--- config.mk ---
export PLATFORM = sky130hd
export DESIGN_NAME = gait_period_speed_estimator_flat
export DESIGN_NICKNAME = d
export VERILOG_FILES = /design/src/rtl/core/gpse_pkg.sv /design/src/rtl/core/gpse_if.sv /design/src/rtl/core/gait_period_speed_estimator.sv /design/src/flat_wrapper.sv
export SDC_FILE = /design/constraint.sdc
export NUM_CORES = 2
export LEC_CHECK = 0
export BUFFER_PORTS_ARGS = -buffer_cell sky130_fd_sc_hd__buf_2
export CAP_MARGIN = 10
export CORE_AREA = 2 2 286 288
export CTS_CLUSTER_DIAMETER = 120
export DETAILED_ROUTE_END_ITERATION = 12
export DIE_AREA = 0 0 288 290
export GPL_TIMING_DRIVEN = 1
export HOLD_SLACK_MARGIN = 0.1
export SKIP_LAST_GASP = 1
export SYNTH_ARGS = -nofsm -noshare
export SYNTH_HDL_FRONTEND = slang
export SYNTH_SLANG_ARGS = --single-unit
--- constraint.sdc ---
create_clock -name clock -period 14.92 [get_ports clock]
set_clock_uncertainty 0.05 [all_clocks]
set_input_delay 2.984 -clock clock [delete_from_list [all_inputs] [get_ports clock]]
set_output_delay 2.984 -clock clock [all_outputs]
set_load 0.01 [all_outputs]
--- src/rtl/core/gpse_pkg.sv ---
package gpse_pkg;

   // Field widths
   localparam int PHASE_W   = 3;
   localparam int HEIGHT_W  = 16;
   localparam int TIME_W    = 32;
   localparam int SPEED_W   = 32;
   localparam int GAIN_W    = 16;
   localparam int TIMEOUT_W = 8;
   localparam int PERIOD_W  = TIME_W + 1;
   localparam int SUM_W     = HEIGHT_W + 1;
   localparam int PROD_W    = 2 * SUM_W;

   // Configuration port
   localparam int CSR_ADDR_W = 4;
   localparam int CSR_DATA_W = 16;
   localparam logic [CSR_ADDR_W-1:0] CSR_SPEED_GAIN    = 4'd0;
   localparam logic [CSR_ADDR_W-1:0] CSR_STILL_TIMEOUT = 4'd1;
   localparam logic [GAIN_W-1:0]     GAIN_RESET        = 16'd256;
   localparam logic [TIMEOUT_W-1:0]  TIMEOUT_RESET     = 8'd6;

   // Gait phase codes
   localparam logic [PHASE_W-1:0] PH_REST    = 3'd0;
   localparam logic [PHASE_W-1:0] PH_OFF     = 3'd1;
   localparam logic [PHASE_W-1:0] PH_SWING   = 3'd2;
   localparam logic [PHASE_W-1:0] PH_CONTACT = 3'd3;

   // Latch flag bit positions
   localparam int FLAG_LEFT_OFF      = 0;
   localparam int FLAG_LEFT_CONTACT  = 1;
   localparam int FLAG_RIGHT_OFF     = 2;
   localparam int FLAG_RIGHT_CONTACT = 3;

   // Divider: denominator is period plus one second, numerator gain*peak*512 plus half
   localparam int DEN_W    = PERIOD_W + 1;
   localparam int DIV_BITS = 41;
   localparam int CNT_W    = $clog2(DIV_BITS + 1);
   localparam logic [DEN_W-1:0] ONE_SECOND = 34'd65536;
   localparam logic [TIMEOUT_W-1:0] STILL_MAX = 8'hFF;
   localparam logic [PROD_W-1:0] ROUND_HALF = 34'd128;

   typedef enum logic [2:0] {
      ST_IDLE,
      ST_MUL,
      ST_ROUND,
      ST_DIV_SETUP,
      ST_DIV,
      ST_FIN
   } gpse_state_type;

endpackage

--- src/rtl/core/gpse_if.sv ---
interface gpse_req_if import gpse_pkg::*; ();
   logic                       valid;
   logic                       ready;
   logic [PHASE_W-1:0]         left_phase;
   logic [PHASE_W-1:0]         right_phase;
   logic signed [HEIGHT_W-1:0] left_height;
   logic signed [HEIGHT_W-1:0] right_height;
   logic [TIME_W-1:0]          left_time;
   logic [TIME_W-1:0]          right_time;

   modport source (output valid, left_phase, right_phase, left_height, right_height,
                   left_time, right_time, input ready);
   modport sink   (input valid, left_phase, right_phase, left_height, right_height,
                   left_time, right_time, output ready);
endinterface

interface gpse_rsp_if import gpse_pkg::*; ();
   logic                      valid;
   logic                      ready;
   logic signed [SPEED_W-1:0] speed;

   modport source (output valid, speed, input ready);
   modport sink   (input valid, speed, output ready);
endinterface

interface gpse_csr_if import gpse_pkg::*; ();
   logic                  valid;
   logic                  ready;
   logic [CSR_ADDR_W-1:0] index;
   logic [CSR_DATA_W-1:0] data;

   modport source (output valid, index, data, input ready);
   modport sink   (input valid, index, data, output ready);
endinterface

--- src/rtl/core/gait_period_speed_estimator.sv ---
// An accepted beat runs ST_MUL, then goes straight to ST_FIN when stationary or on a
// negative peak, via ST_ROUND at startup (peak zero), or via ST_DIV_SETUP and the
// 41-step restoring divider otherwise. Only ST_IDLE takes a new beat; ST_FIN stalls
// until the output register is free, where a result waits while the next beat runs.
// Reset (synchronous, active high) clears all gait state, loads gain 256 and timeout 6.
module gait_period_speed_estimator import gpse_pkg::*; (
   input  logic        clock,
   input  logic        reset,
   gpse_req_if.sink    req_bus,
   gpse_rsp_if.source  rsp_bus,
   gpse_csr_if.sink    csr_bus
);

   gpse_state_type state_ff, state_in;

   // Configuration
   logic [GAIN_W-1:0]    gain_ff, gain_in;
   logic [TIMEOUT_W-1:0] timeout_ff, timeout_in;

   // Gait state
   logic [PHASE_W-1:0]         prev_lp_ff, prev_lp_in;
   logic [PHASE_W-1:0]         prev_rp_ff, prev_rp_in;
   logic [TIME_W-1:0]          lot_ff, lot_in, lct_ff, lct_in;
   logic [TIME_W-1:0]          rot_ff, rot_in, rct_ff, rct_in;
   logic [3:0]                 flags_ff, flags_in;
   logic [PERIOD_W-1:0]        period_ff, period_in;
   logic signed [HEIGHT_W-1:0] peak_ff, peak_in;
   logic [TIMEOUT_W-1:0]       still_ff, still_in;
   logic signed [SPEED_W-1:0]  held_ff, held_in;
   logic                       moving_ff, moving_in;

   // Datapath of the shared multiply / divide unit
   logic signed [SUM_W-1:0]  hsum_ff, hsum_in;
   logic signed [PROD_W-1:0] prod_ff, prod_in;
   logic [DIV_BITS-1:0]      num_ff, num_in;
   logic [DEN_W-1:0]         rem_ff, rem_in;
   logic [DEN_W-1:0]         den_ff, den_in;
   logic [CNT_W-1:0]         cnt_ff, cnt_in;

   // Output register
   logic                      rsp_valid_ff, rsp_valid_in;
   logic signed [SPEED_W-1:0] rsp_speed_ff, rsp_speed_in;

   logic accept;

   assign req_bus.ready = (state_ff == ST_IDLE);
   assign accept        = req_bus.valid && req_bus.ready;
   assign csr_bus.ready = 1'b1;
   assign rsp_bus.valid = rsp_valid_ff;
   assign rsp_bus.speed = rsp_speed_ff;

   always_comb begin
      logic                       l_off, l_con, r_off, r_con, moving, qbit;
      logic [TIME_W-1:0]          lot_v, lct_v, rot_v, rct_v, ldiff, rdiff;
      logic [3:0]                 flags_v;
      logic [PERIOD_W-1:0]        period_v;
      logic signed [HEIGHT_W-1:0] peak_v;
      logic signed [SUM_W-1:0]    mul_a, mul_b;
      logic signed [PROD_W-1:0]   rounded;
      logic [DEN_W-1:0]           den_calc;
      logic [DEN_W:0]             trial, trial_diff;

      state_in     = state_ff;
      gain_in      = gain_ff;
      timeout_in   = timeout_ff;
      prev_lp_in   = prev_lp_ff;
      prev_rp_in   = prev_rp_ff;
      lot_in       = lot_ff;
      lct_in       = lct_ff;
      rot_in       = rot_ff;
      rct_in       = rct_ff;
      flags_in     = flags_ff;
      period_in    = period_ff;
      peak_in      = peak_ff;
      still_in     = still_ff;
      held_in      = held_ff;
      moving_in    = moving_ff;
      hsum_in      = hsum_ff;
      prod_in      = prod_ff;
      num_in       = num_ff;
      rem_in       = rem_ff;
      den_in       = den_ff;
      cnt_in       = cnt_ff;
      rsp_valid_in = rsp_valid_ff;
      rsp_speed_in = rsp_speed_ff;
      peak_v       = peak_ff;

      // Transition detect and latch update for the beat on the input
      l_off = (prev_lp_ff == PH_REST)  && (req_bus.left_phase  == PH_OFF);
      l_con = (prev_lp_ff == PH_SWING) && (req_bus.left_phase  == PH_CONTACT);
      r_off = (prev_rp_ff == PH_REST)  && (req_bus.right_phase == PH_OFF);
      r_con = (prev_rp_ff == PH_SWING) && (req_bus.right_phase == PH_CONTACT);
      moving = (req_bus.left_phase != PH_REST) || (req_bus.right_phase != PH_REST);

      flags_v  = flags_ff;
      period_v = period_ff;
      lot_v    = l_off ? req_bus.left_time  : lot_ff;
      lct_v    = l_con ? req_bus.left_time  : lct_ff;
      rot_v    = r_off ? req_bus.right_time : rot_ff;
      rct_v    = r_con ? req_bus.right_time : rct_ff;
      ldiff    = lct_v - lot_v;
      rdiff    = rct_v - rot_v;

      // Left foot first, right foot may override the period on the same beat
      if (l_off) flags_v[FLAG_LEFT_OFF] = 1'b1;
      if (l_con) flags_v[FLAG_LEFT_CONTACT] = 1'b1;
      if (flags_v[FLAG_LEFT_OFF] && flags_v[FLAG_LEFT_CONTACT]) begin
         flags_v[FLAG_LEFT_OFF]     = 1'b0;
         flags_v[FLAG_LEFT_CONTACT] = 1'b0;
         if (lct_v > lot_v) period_v = {ldiff, 1'b0};
      end
      if (r_off) flags_v[FLAG_RIGHT_OFF] = 1'b1;
      if (r_con) flags_v[FLAG_RIGHT_CONTACT] = 1'b1;
      if (flags_v[FLAG_RIGHT_OFF] && flags_v[FLAG_RIGHT_CONTACT]) begin
         flags_v[FLAG_RIGHT_OFF]     = 1'b0;
         flags_v[FLAG_RIGHT_CONTACT] = 1'b0;
         if (rct_v > rot_v) period_v = {rdiff, 1'b0};
      end

      // Shared multiplier: gain times height sum at startup, else gain times peak
      mul_a    = $signed({1'b0, gain_ff});
      mul_b    = (peak_ff == '0) ? hsum_ff : SUM_W'(peak_ff);
      rounded  = prod_ff + $signed(ROUND_HALF);
      den_calc = {1'b0, period_ff} + ONE_SECOND;
      trial      = {rem_ff, num_ff[DIV_BITS-1]};
      trial_diff = trial - {1'b0, den_ff};
      qbit       = !trial_diff[DEN_W];

      // Drop the result once the sink takes it
      if (rsp_valid_ff && rsp_bus.ready) rsp_valid_in = 1'b0;

      unique case (state_ff)
         ST_IDLE: begin
            if (accept) begin
               lot_in    = lot_v;
               lct_in    = lct_v;
               rot_in    = rot_v;
               rct_in    = rct_v;
               flags_in  = flags_v;
               period_in = period_v;
               if (moving) begin
                  // Latch the peak on contact; right wins a tie
                  still_in = '0;
                  if (l_con) peak_v = req_bus.left_height;
                  if (r_con) peak_v = req_bus.right_height;
               end else if (still_ff > timeout_ff) begin
                  // Timeout: clear speed, peak and period
                  held_in   = '0;
                  peak_v    = '0;
                  period_in = '0;
               end else if (still_ff != STILL_MAX) begin
                  still_in = still_ff + 1'b1;
               end
               peak_in    = peak_v;
               moving_in  = moving;
               prev_lp_in = req_bus.left_phase;
               prev_rp_in = req_bus.right_phase;
               hsum_in    = SUM_W'(req_bus.left_height) + SUM_W'(req_bus.right_height);
               state_in   = ST_MUL;
            end
         end
         ST_MUL: begin
            prod_in = mul_a * mul_b;
            if (!moving_ff) begin
               state_in = ST_FIN;
            end else if (peak_ff == '0) begin
               state_in = ST_ROUND;
            end else if (peak_ff < 0) begin
               held_in  = '0;
               state_in = ST_FIN;
            end else begin
               state_in = ST_DIV_SETUP;
            end
         end
         ST_ROUND: begin
            // Round to nearest, ties up; the value always fits in 32 bits
            held_in  = {{(SPEED_W - PROD_W + 8){rounded[PROD_W-1]}}, rounded[PROD_W-1:8]};
            state_in = ST_FIN;
         end
         ST_DIV_SETUP: begin
            // Numerator gain*peak*512 plus half the denominator for rounding
            den_in   = den_calc;
            num_in   = {1'b0, prod_ff[30:0], 9'b0} + {8'b0, den_calc[DEN_W-1:1]};
            rem_in   = '0;
            cnt_in   = CNT_W'(DIV_BITS);
            state_in = ST_DIV;
         end
         ST_DIV: begin
            // One restoring step: shift in a numerator bit, try subtract
            rem_in = qbit ? trial_diff[DEN_W-1:0] : trial[DEN_W-1:0];
            num_in = {num_ff[DIV_BITS-2:0], qbit};
            cnt_in = cnt_ff - 1'b1;
            if (cnt_ff == CNT_W'(1)) begin
               // Quotient stays below 2^24, no saturation reachable
               held_in  = $signed({num_ff[SPEED_W-2:0], qbit});
               state_in = ST_FIN;
            end
         end
         ST_FIN: begin
            // Hold until the output register is free, then advance
            if (!rsp_valid_ff || rsp_bus.ready) begin
               rsp_valid_in = 1'b1;
               rsp_speed_in = held_ff;
               state_in     = ST_IDLE;
            end
         end
         default: state_in = ST_IDLE;
      endcase

      // Configuration writes must arrive only while idle; the block does not enforce it
      if (csr_bus.valid) begin
         unique case (csr_bus.index)
            CSR_SPEED_GAIN:    gain_in    = csr_bus.data;
            CSR_STILL_TIMEOUT: timeout_in = csr_bus.data[TIMEOUT_W-1:0];
            default: ;
         endcase
      end
   end

   always_ff @(posedge clock) begin
      if (reset) begin
         state_ff     <= ST_IDLE;
         gain_ff      <= GAIN_RESET;
         timeout_ff   <= TIMEOUT_RESET;
         prev_lp_ff   <= '0;
         prev_rp_ff   <= '0;
         lot_ff       <= '0;
         lct_ff       <= '0;
         rot_ff       <= '0;
         rct_ff       <= '0;
         flags_ff     <= '0;
         period_ff    <= '0;
         peak_ff      <= '0;
         still_ff     <= '0;
         held_ff      <= '0;
         moving_ff    <= 1'b0;
         cnt_ff       <= '0;
         rsp_valid_ff <= 1'b0;
      end else begin
         state_ff     <= state_in;
         gain_ff      <= gain_in;
         timeout_ff   <= timeout_in;
         prev_lp_ff   <= prev_lp_in;
         prev_rp_ff   <= prev_rp_in;
         lot_ff       <= lot_in;
         lct_ff       <= lct_in;
         rot_ff       <= rot_in;
         rct_ff       <= rct_in;
         flags_ff     <= flags_in;
         period_ff    <= period_in;
         peak_ff      <= peak_in;
         still_ff     <= still_in;
         held_ff      <= held_in;
         moving_ff    <= moving_in;
         cnt_ff       <= cnt_in;
         rsp_valid_ff <= rsp_valid_in;
      end
   end

   always_ff @(posedge clock) begin
      hsum_ff      <= hsum_in;
      prod_ff      <= prod_in;
      num_ff       <= num_in;
      rem_ff       <= rem_in;
      den_ff       <= den_in;
      rsp_speed_ff <= rsp_speed_in;
   end

endmodule
--- src/flat_wrapper.sv ---
// flat-port wrapper written by rule: the top's interface ports become plain ports
module gait_period_speed_estimator_flat import gpse_pkg::*;
  (clock, reset, req_bus_valid, req_bus_left_phase, req_bus_right_phase, req_bus_left_height, req_bus_right_height, req_bus_left_time, req_bus_right_time, req_bus_ready, rsp_bus_valid, rsp_bus_speed, rsp_bus_ready, csr_bus_valid, csr_bus_index, csr_bus_data, csr_bus_ready);
  gpse_req_if req_bus_i ();
  gpse_rsp_if rsp_bus_i ();
  gpse_csr_if csr_bus_i ();
  input  logic clock;
  input  logic reset;
  input wire logic [$bits(req_bus_i.valid)-1:0] req_bus_valid;
  input wire logic [$bits(req_bus_i.left_phase)-1:0] req_bus_left_phase;
  input wire logic [$bits(req_bus_i.right_phase)-1:0] req_bus_right_phase;
  input wire logic [$bits(req_bus_i.left_height)-1:0] req_bus_left_height;
  input wire logic [$bits(req_bus_i.right_height)-1:0] req_bus_right_height;
  input wire logic [$bits(req_bus_i.left_time)-1:0] req_bus_left_time;
  input wire logic [$bits(req_bus_i.right_time)-1:0] req_bus_right_time;
  output wire logic [$bits(req_bus_i.ready)-1:0] req_bus_ready;
  output wire logic [$bits(rsp_bus_i.valid)-1:0] rsp_bus_valid;
  output wire logic [$bits(rsp_bus_i.speed)-1:0] rsp_bus_speed;
  input wire logic [$bits(rsp_bus_i.ready)-1:0] rsp_bus_ready;
  input wire logic [$bits(csr_bus_i.valid)-1:0] csr_bus_valid;
  input wire logic [$bits(csr_bus_i.index)-1:0] csr_bus_index;
  input wire logic [$bits(csr_bus_i.data)-1:0] csr_bus_data;
  output wire logic [$bits(csr_bus_i.ready)-1:0] csr_bus_ready;
  assign req_bus_i.valid = req_bus_valid;
  assign req_bus_i.left_phase = req_bus_left_phase;
  assign req_bus_i.right_phase = req_bus_right_phase;
  assign req_bus_i.left_height = req_bus_left_height;
  assign req_bus_i.right_height = req_bus_right_height;
  assign req_bus_i.left_time = req_bus_left_time;
  assign req_bus_i.right_time = req_bus_right_time;
  assign req_bus_ready = req_bus_i.ready;
  assign rsp_bus_valid = rsp_bus_i.valid;
  assign rsp_bus_speed = rsp_bus_i.speed;
  assign rsp_bus_i.ready = rsp_bus_ready;
  assign csr_bus_i.valid = csr_bus_valid;
  assign csr_bus_i.index = csr_bus_index;
  assign csr_bus_i.data = csr_bus_data;
  assign csr_bus_ready = csr_bus_i.ready;
  gait_period_speed_estimator u_core (.clock(clock), .reset(reset), .req_bus(req_bus_i), .rsp_bus(rsp_bus_i), .csr_bus(csr_bus_i));
endmodule
======== Yosys cells after proc, flatten, opt, wreduce, memory -nomap -nowiden ========
Index checks and enable logic that the tools add are counted.
storage, ports and cells
  output and inout bits ................... 35
  word-level logic and storage cells ...... 138
  flip-flop bits (word level) ............. 454
  input bits .............................. 127
cells by class
  eq/ne operators ......................... 24
  $add $sub $neg .......................... 9
  multiplexer cells ....................... 46
  multiply operators ...................... 1
  order comparisons ....................... 4
  reductions and logical operators ........ 31
operators with widths
  cell                                                          number
  2-to-1 mux 32 bit                                             11
  2-to-1 mux 33 bit                                             6
  one-hot mux 32 bit (4 select lines)                           1
  one-hot mux 41 bit (2 select lines)                           1
  one-hot mux 34 bit (2 select lines)                           1
  greater-than comparator 32 bit                                2
  2-to-1 mux 16 bit                                             4
  subtractor 32 bit                                             2
  adder 40 x 33 -> 41 bit                                       1
  subtractor 35 x 34 -> 35 bit                                  1
  adder 33 x 17 -> 34 bit (second input constant)               1
  adder 34 x 9 -> 34 bit (second input constant)                1
  multiplier 17 x 17 -> 34 bit                                  1
  2-to-1 mux 34 bit                                             1
  2-to-1 mux 8 bit                                              3
  equality test 3 x 2 -> 1 bit (second input constant)          6
  2-to-1 mux 3 bit                                              6
  one-hot mux 3 bit (6 select lines)                            1
  adder 16 x 16 -> 17 bit                                       1
  2-to-1 mux 17 bit                                             1
  logical NOT 16 bit                                            1
  less-than comparator 16 x 1 -> 1 bit (second input constant)  1
  one-hot mux 6 bit (2 select lines)                            1
  != test 2 x 1 -> 1 bit (second input constant)                5
  24 further kinds                                              55

======== Logic depth before layout (Yosys ltp) ========
  depth in word-level cells ............... 10
  mapped depth ............................ 32
  gate-level depth less buffers ........... 29

======== Worst setup path after synthesis ========
No wires, ideal clock.
  path type ............................... reg2reg
  from .................................... reg u_core.peak_ff[15]
  to ...................................... reg u_core.prod_ff[32], data pin
  path buffers ............................ 3
  arrival time ............................ 7.441 ns
  clock period less this slack ............ 7.748 ns
  data required time ...................... 14.612 ns
  stages on the path, launching flop included .. 30
  path slack .............................. 7.172 ns
  setup time .............................. 0.258 ns
  cells stage by stage .................... dfxtp_1 > nor4_1 > and4_1 > nor2b_1 > clkbuf_1 > clkbuf_1 > a21o_1 > clkbuf_1 > nand2_1 > fa_1 > inv_1 > fa_1 > fa_1 > fa_1 > fa_1 > inv_1 > fa_1 > inv_1 > ha_1 > a21o_1 > a21o_1 > a21oi_1 > o21ai_0 > or3_1 > o211ai_1 > a21oi_1 > or4_1 > a31o_2 > a21oi_1 > xnor2_1
between the ends
  cells in the longest elaborated chain, start to end .. 3
RTL lines
  what                              line                                text
  start: declaration                gait_period_speed_estimator.sv:27   logic signed [HEIGHT_W-1:0] peak_ff, peak_in;
  start signal: assignment          gait_period_speed_estimator.sv:251  peak_ff <= peak_in;
  logical NOT 16 bit                gait_period_speed_estimator.sv:122  mul_b = (peak_ff == '0) ? hsum_ff : SUM_W'(peak_ff);
  2-to-1 mux 17 bit (*)             gait_period_speed_estimator.sv:122
  multiplier 17 x 17 -> 34 bit (*)  gait_period_speed_estimator.sv:163  prod_in = mul_a * mul_b;
  end signal: assignment            gait_period_speed_estimator.sv:262  prod_ff <= prod_in;
  end: declaration                  gait_period_speed_estimator.sv:34   logic signed [PROD_W-1:0] prod_ff, prod_in;
Mark *: on every way between the ends. The rest lies on a longest branch, timed or not.
A chain may end at the register's enable or synchronous reset.

======== Worst setup path in the final report ========
Same ends and word-level chain as after synthesis.

==> results.md <==
* Outcome: complete, no violations
* Worst Path Arrival at 9.00 ns
* Seq cells post-synth at 454
* Layout cell share with drive strength beyond 1 at 9.58%
* Largest cells by area after synthesis: edfxtp_1, dfxtp_1, fa_1
* Worst path max stage delay at 0.86 ns
* Vias in the first global route at 27700
* Row Count at 104
* Residual DRC at 0
* Drt wl/cell at 17.9 um
* Hold-fix buffers, CTS at 0
* Postcts setup bufs at 0
* Synth-to-Final Area Change at 9.98%
* Tcrit/Tclk final at 58.4%
* Max_slew headroom at 23.7%
* Achievable clock frequency at 0.115 GHz
* Worst Tran Pin Value at 1.14 ns
* Via density per instance at 5.39
* Synth unique cells at 94
* Die area at 0.0835 mm^2
* Layout Nets at 4732
* Post-route ant nets at 0
* Vias at 28100
* Initial core utilization at 44.6%
* Post-synth top flop: dfxtp_1
* Cell mode on critical path: fa_1
* Biggest area consumer among synthesized cells: edfxtp_1
* # clock sinks at 454
* Worst-path maximum fanout at 17
* First-pass GRT wire length at 152 mm
* Post-Syn Nets at 4664
* Ys Warns at 0
* VDD IR-drop max at 0.0768 mV
* Setup-failing EPs final at 0
* Count of pins over their slew limit at 0
* TritonCTS clock tree: yes
* Pwr Total at 4.68 mW
* DRT iter0 DRCs at 1867
* Hold Path Class: flip-flop to flip-flop
* CTS root buffer: clkbuf_16
* Total Routing Usage GR at 22.5%
* R2R setup slack at 6.20 ns
* Post-synthesis instance total at 4044
* Fin crit period at 8.72 ns
* Input/output buffers at 160
* Slowest CP cell: nor2b_1
* Initial antenna violation count at 1
* Die Y at 290 um
* RD Place Congestion at 0.858
* Avg Cell Area, Syn at 8.85 um^2
* CP required at 15.20 ns
* P_leak at 17.1 nW
* Final hold viol count at 0
* Total CTS buffers at 52
* First-pass DRT Iterations at 7
* Width of the die at 288 um
* Clock transition at path regs at 0.06 ns
* Pin count of the biggest net entering global routing at 107
* Synthesized area at 0.0358 mm^2
* Async SR Flop Fraction at 0%
* Synth top area share at 16.1%
* Number of max-cap violations at 0
* Critical Path Start Type: flip-flop
* Ports at 162
* RSZ-0062 raised after global routing: false
* Post-CTS sizing at 0
* WL final at 93.4 mm
* Clock latency on the worst-skew pair at 0.64 ns
* Number of H-tree levels at 2
* EDFF count, synth at 192
* Util after Layout at 49.1%
* Pwr dens at 119 mW/mm^2
* CORE AREA at 0.0802 mm^2
* DP Wirelength at 69.3 mm
* Final setup TNS at 0 ns
* Grt total ovfl at 0
* Critical path type: flip-flop to flip-flop
* Seq/Total Area, Yosys at 30.8%
* Clock Path Buffers at 3
* Crit path capture type: flip-flop
stage by stage:
stage / setup slack [ns] / cells / hold slack, ns / cell area, um^2
after floorplan: 7.17 / 4044 / 0.351 / 35800
after global placement: 5.91 / 5118 / 0.365 / 37500
after detailed placement: 5.94 / 5118 / 0.368 / 37500
after CTS: 6.17 / 5216 / 0.382 / 39400
after global routing: 5.46 / 5216 / 0.389 / 39400
final: 6.20 / 5217 / 0.380 / 39400
where the power goes:
group / total (mW) / internal, mW / switching [mW]
Combinational: 1.72 / 0.653 / 1.06
Sequential: 1.61 / 1.50 / 0.111
Clock: 1.35 / 0.794 / 0.561
layout by cell type, fill, tap and decap left out, drive strengths merged, types with 126 or more instances in the layout:
master  synthesis  layout
nand2         485     485
inv           412     415
nor2          322     322
a21oi         292     292
ha            279     279
dfxtp         262     262
fa            214     214
buf            25     193
edfxtp        192     192
o21ai         183     183
xnor2         126     126
logic make-up after synthesis:
kind of cell	after synthesis	share of synthesized area, %
AO/OA/AOI/OAI	846	15.0
XOR/XNOR	179	4.38
adder cells (fa/ha/maj)	493	21.7
buffers and inverters	592	6.37
flip-flops	454	30.8
multiplexers	160	4.71
other	1	0.0105
AND/OR/NAND/NOR	1319	17.0
layout make-up:
type	instances	area (um^2)
Antenna cell	1	2.50
Clock buffer	62	1390
Clock inverter	36	430
Fill cell	7760	40800
Inverter	412	1550
Multi-Input combinational cell	2998	22600
Sequential cell	454	11000
Tap cell	1060	1330
Timing Repair Buffer	194	1060
registers in the layout, indices dropped and copies added (netlist names), 3 cells and up:
signal                count
u_core.still_ff           8
u_core.gain_ff           16
u_core.num_ff            41
u_core.prev_lp_ff         3
u_core.peak_ff           16
u_core.cnt_ff             6
u_core.rot_ff            32
u_core.rem_ff            34
u_core.prev_rp_ff         3
u_core.lot_ff            32
u_core.rsp_bus.speed     32
u_core.prod_ff           34
u_core.flags_ff           4
u_core.timeout_ff         8
u_core.state_ff           3
u_core.den_ff            34
u_core.rct_ff            32
u_core.lct_ff            32
u_core.period_ff         33
u_core.held_ff           32
u_core.hsum_ff           17
critical path, delay by kind of cell, from the launching register on:
family                   cells  cell delay (ns)
AO/OA/AOI/OAI                9             2.02
flip-flops                   1             0.38
adder cells (fa/ha/maj)      7             3.39
AND/OR/NAND/NOR              6             2.33
buffers and inverters        3             0.15
XOR/XNOR                     1             0.09
per-layer routing:
metal / vias to the layer above / track usage, % / share of wire (%)
met5: - / 0 / 0
met4: 0 / 5.32 / 2.3
met3: 123 / 2.80 / 4.7
met2: 640 / 36.5 / 46
met1: 13400 / 32.0 / 47
li1: 13900 / - / -
path summary, 6_finish.rpt:
check | from | endpoint | depth (start not counted)
setup / recovery | u_core.peak_ff[15]$_SDFFE_PP0P_ | u_core.prod_ff[32]$_DFFE_PP_ | 26
hold / removal | u_core.held_ff[30]$_SDFFE_PP0P_ | u_core.rsp_bus.speed[30]$_DFFE_PP_ | 0
setup reg to reg | u_core.peak_ff[15]$_SDFFE_PP0P_ | u_core.prod_ff[32]$_DFFE_PP_ | 26
hold reg to reg | u_core.held_ff[30]$_SDFFE_PP0P_ | u_core.rsp_bus.speed[30]$_DFFE_PP_ | 0
Yosys cell counts (all sizes together), types with 17 or more instances:
| master | number |
|---|---|
| xor2 | 53 |
| buf | 25 |
| nand3 | 80 |
| nor2b | 68 |
| clkbuf | 155 |
| nand2b | 39 |
| nor3 | 88 |
| nor2 | 322 |
| edfxtp | 192 |
| inv | 412 |
| xnor2 | 126 |
| o21a | 27 |
| a211oi | 81 |
| nand2 | 485 |
| nand4 | 28 |
| a311oi | 19 |
| and2 | 116 |
| mux2i | 93 |
| a21oi | 292 |
| fa | 214 |
| o21bai | 23 |
| and3 | 29 |
| ha | 279 |
| a21o | 80 |
| o31ai | 17 |
| dfxtp | 262 |
| o21ai | 183 |
| mux2 | 67 |
No activity file was read; power rests on OpenSTA's default activity.
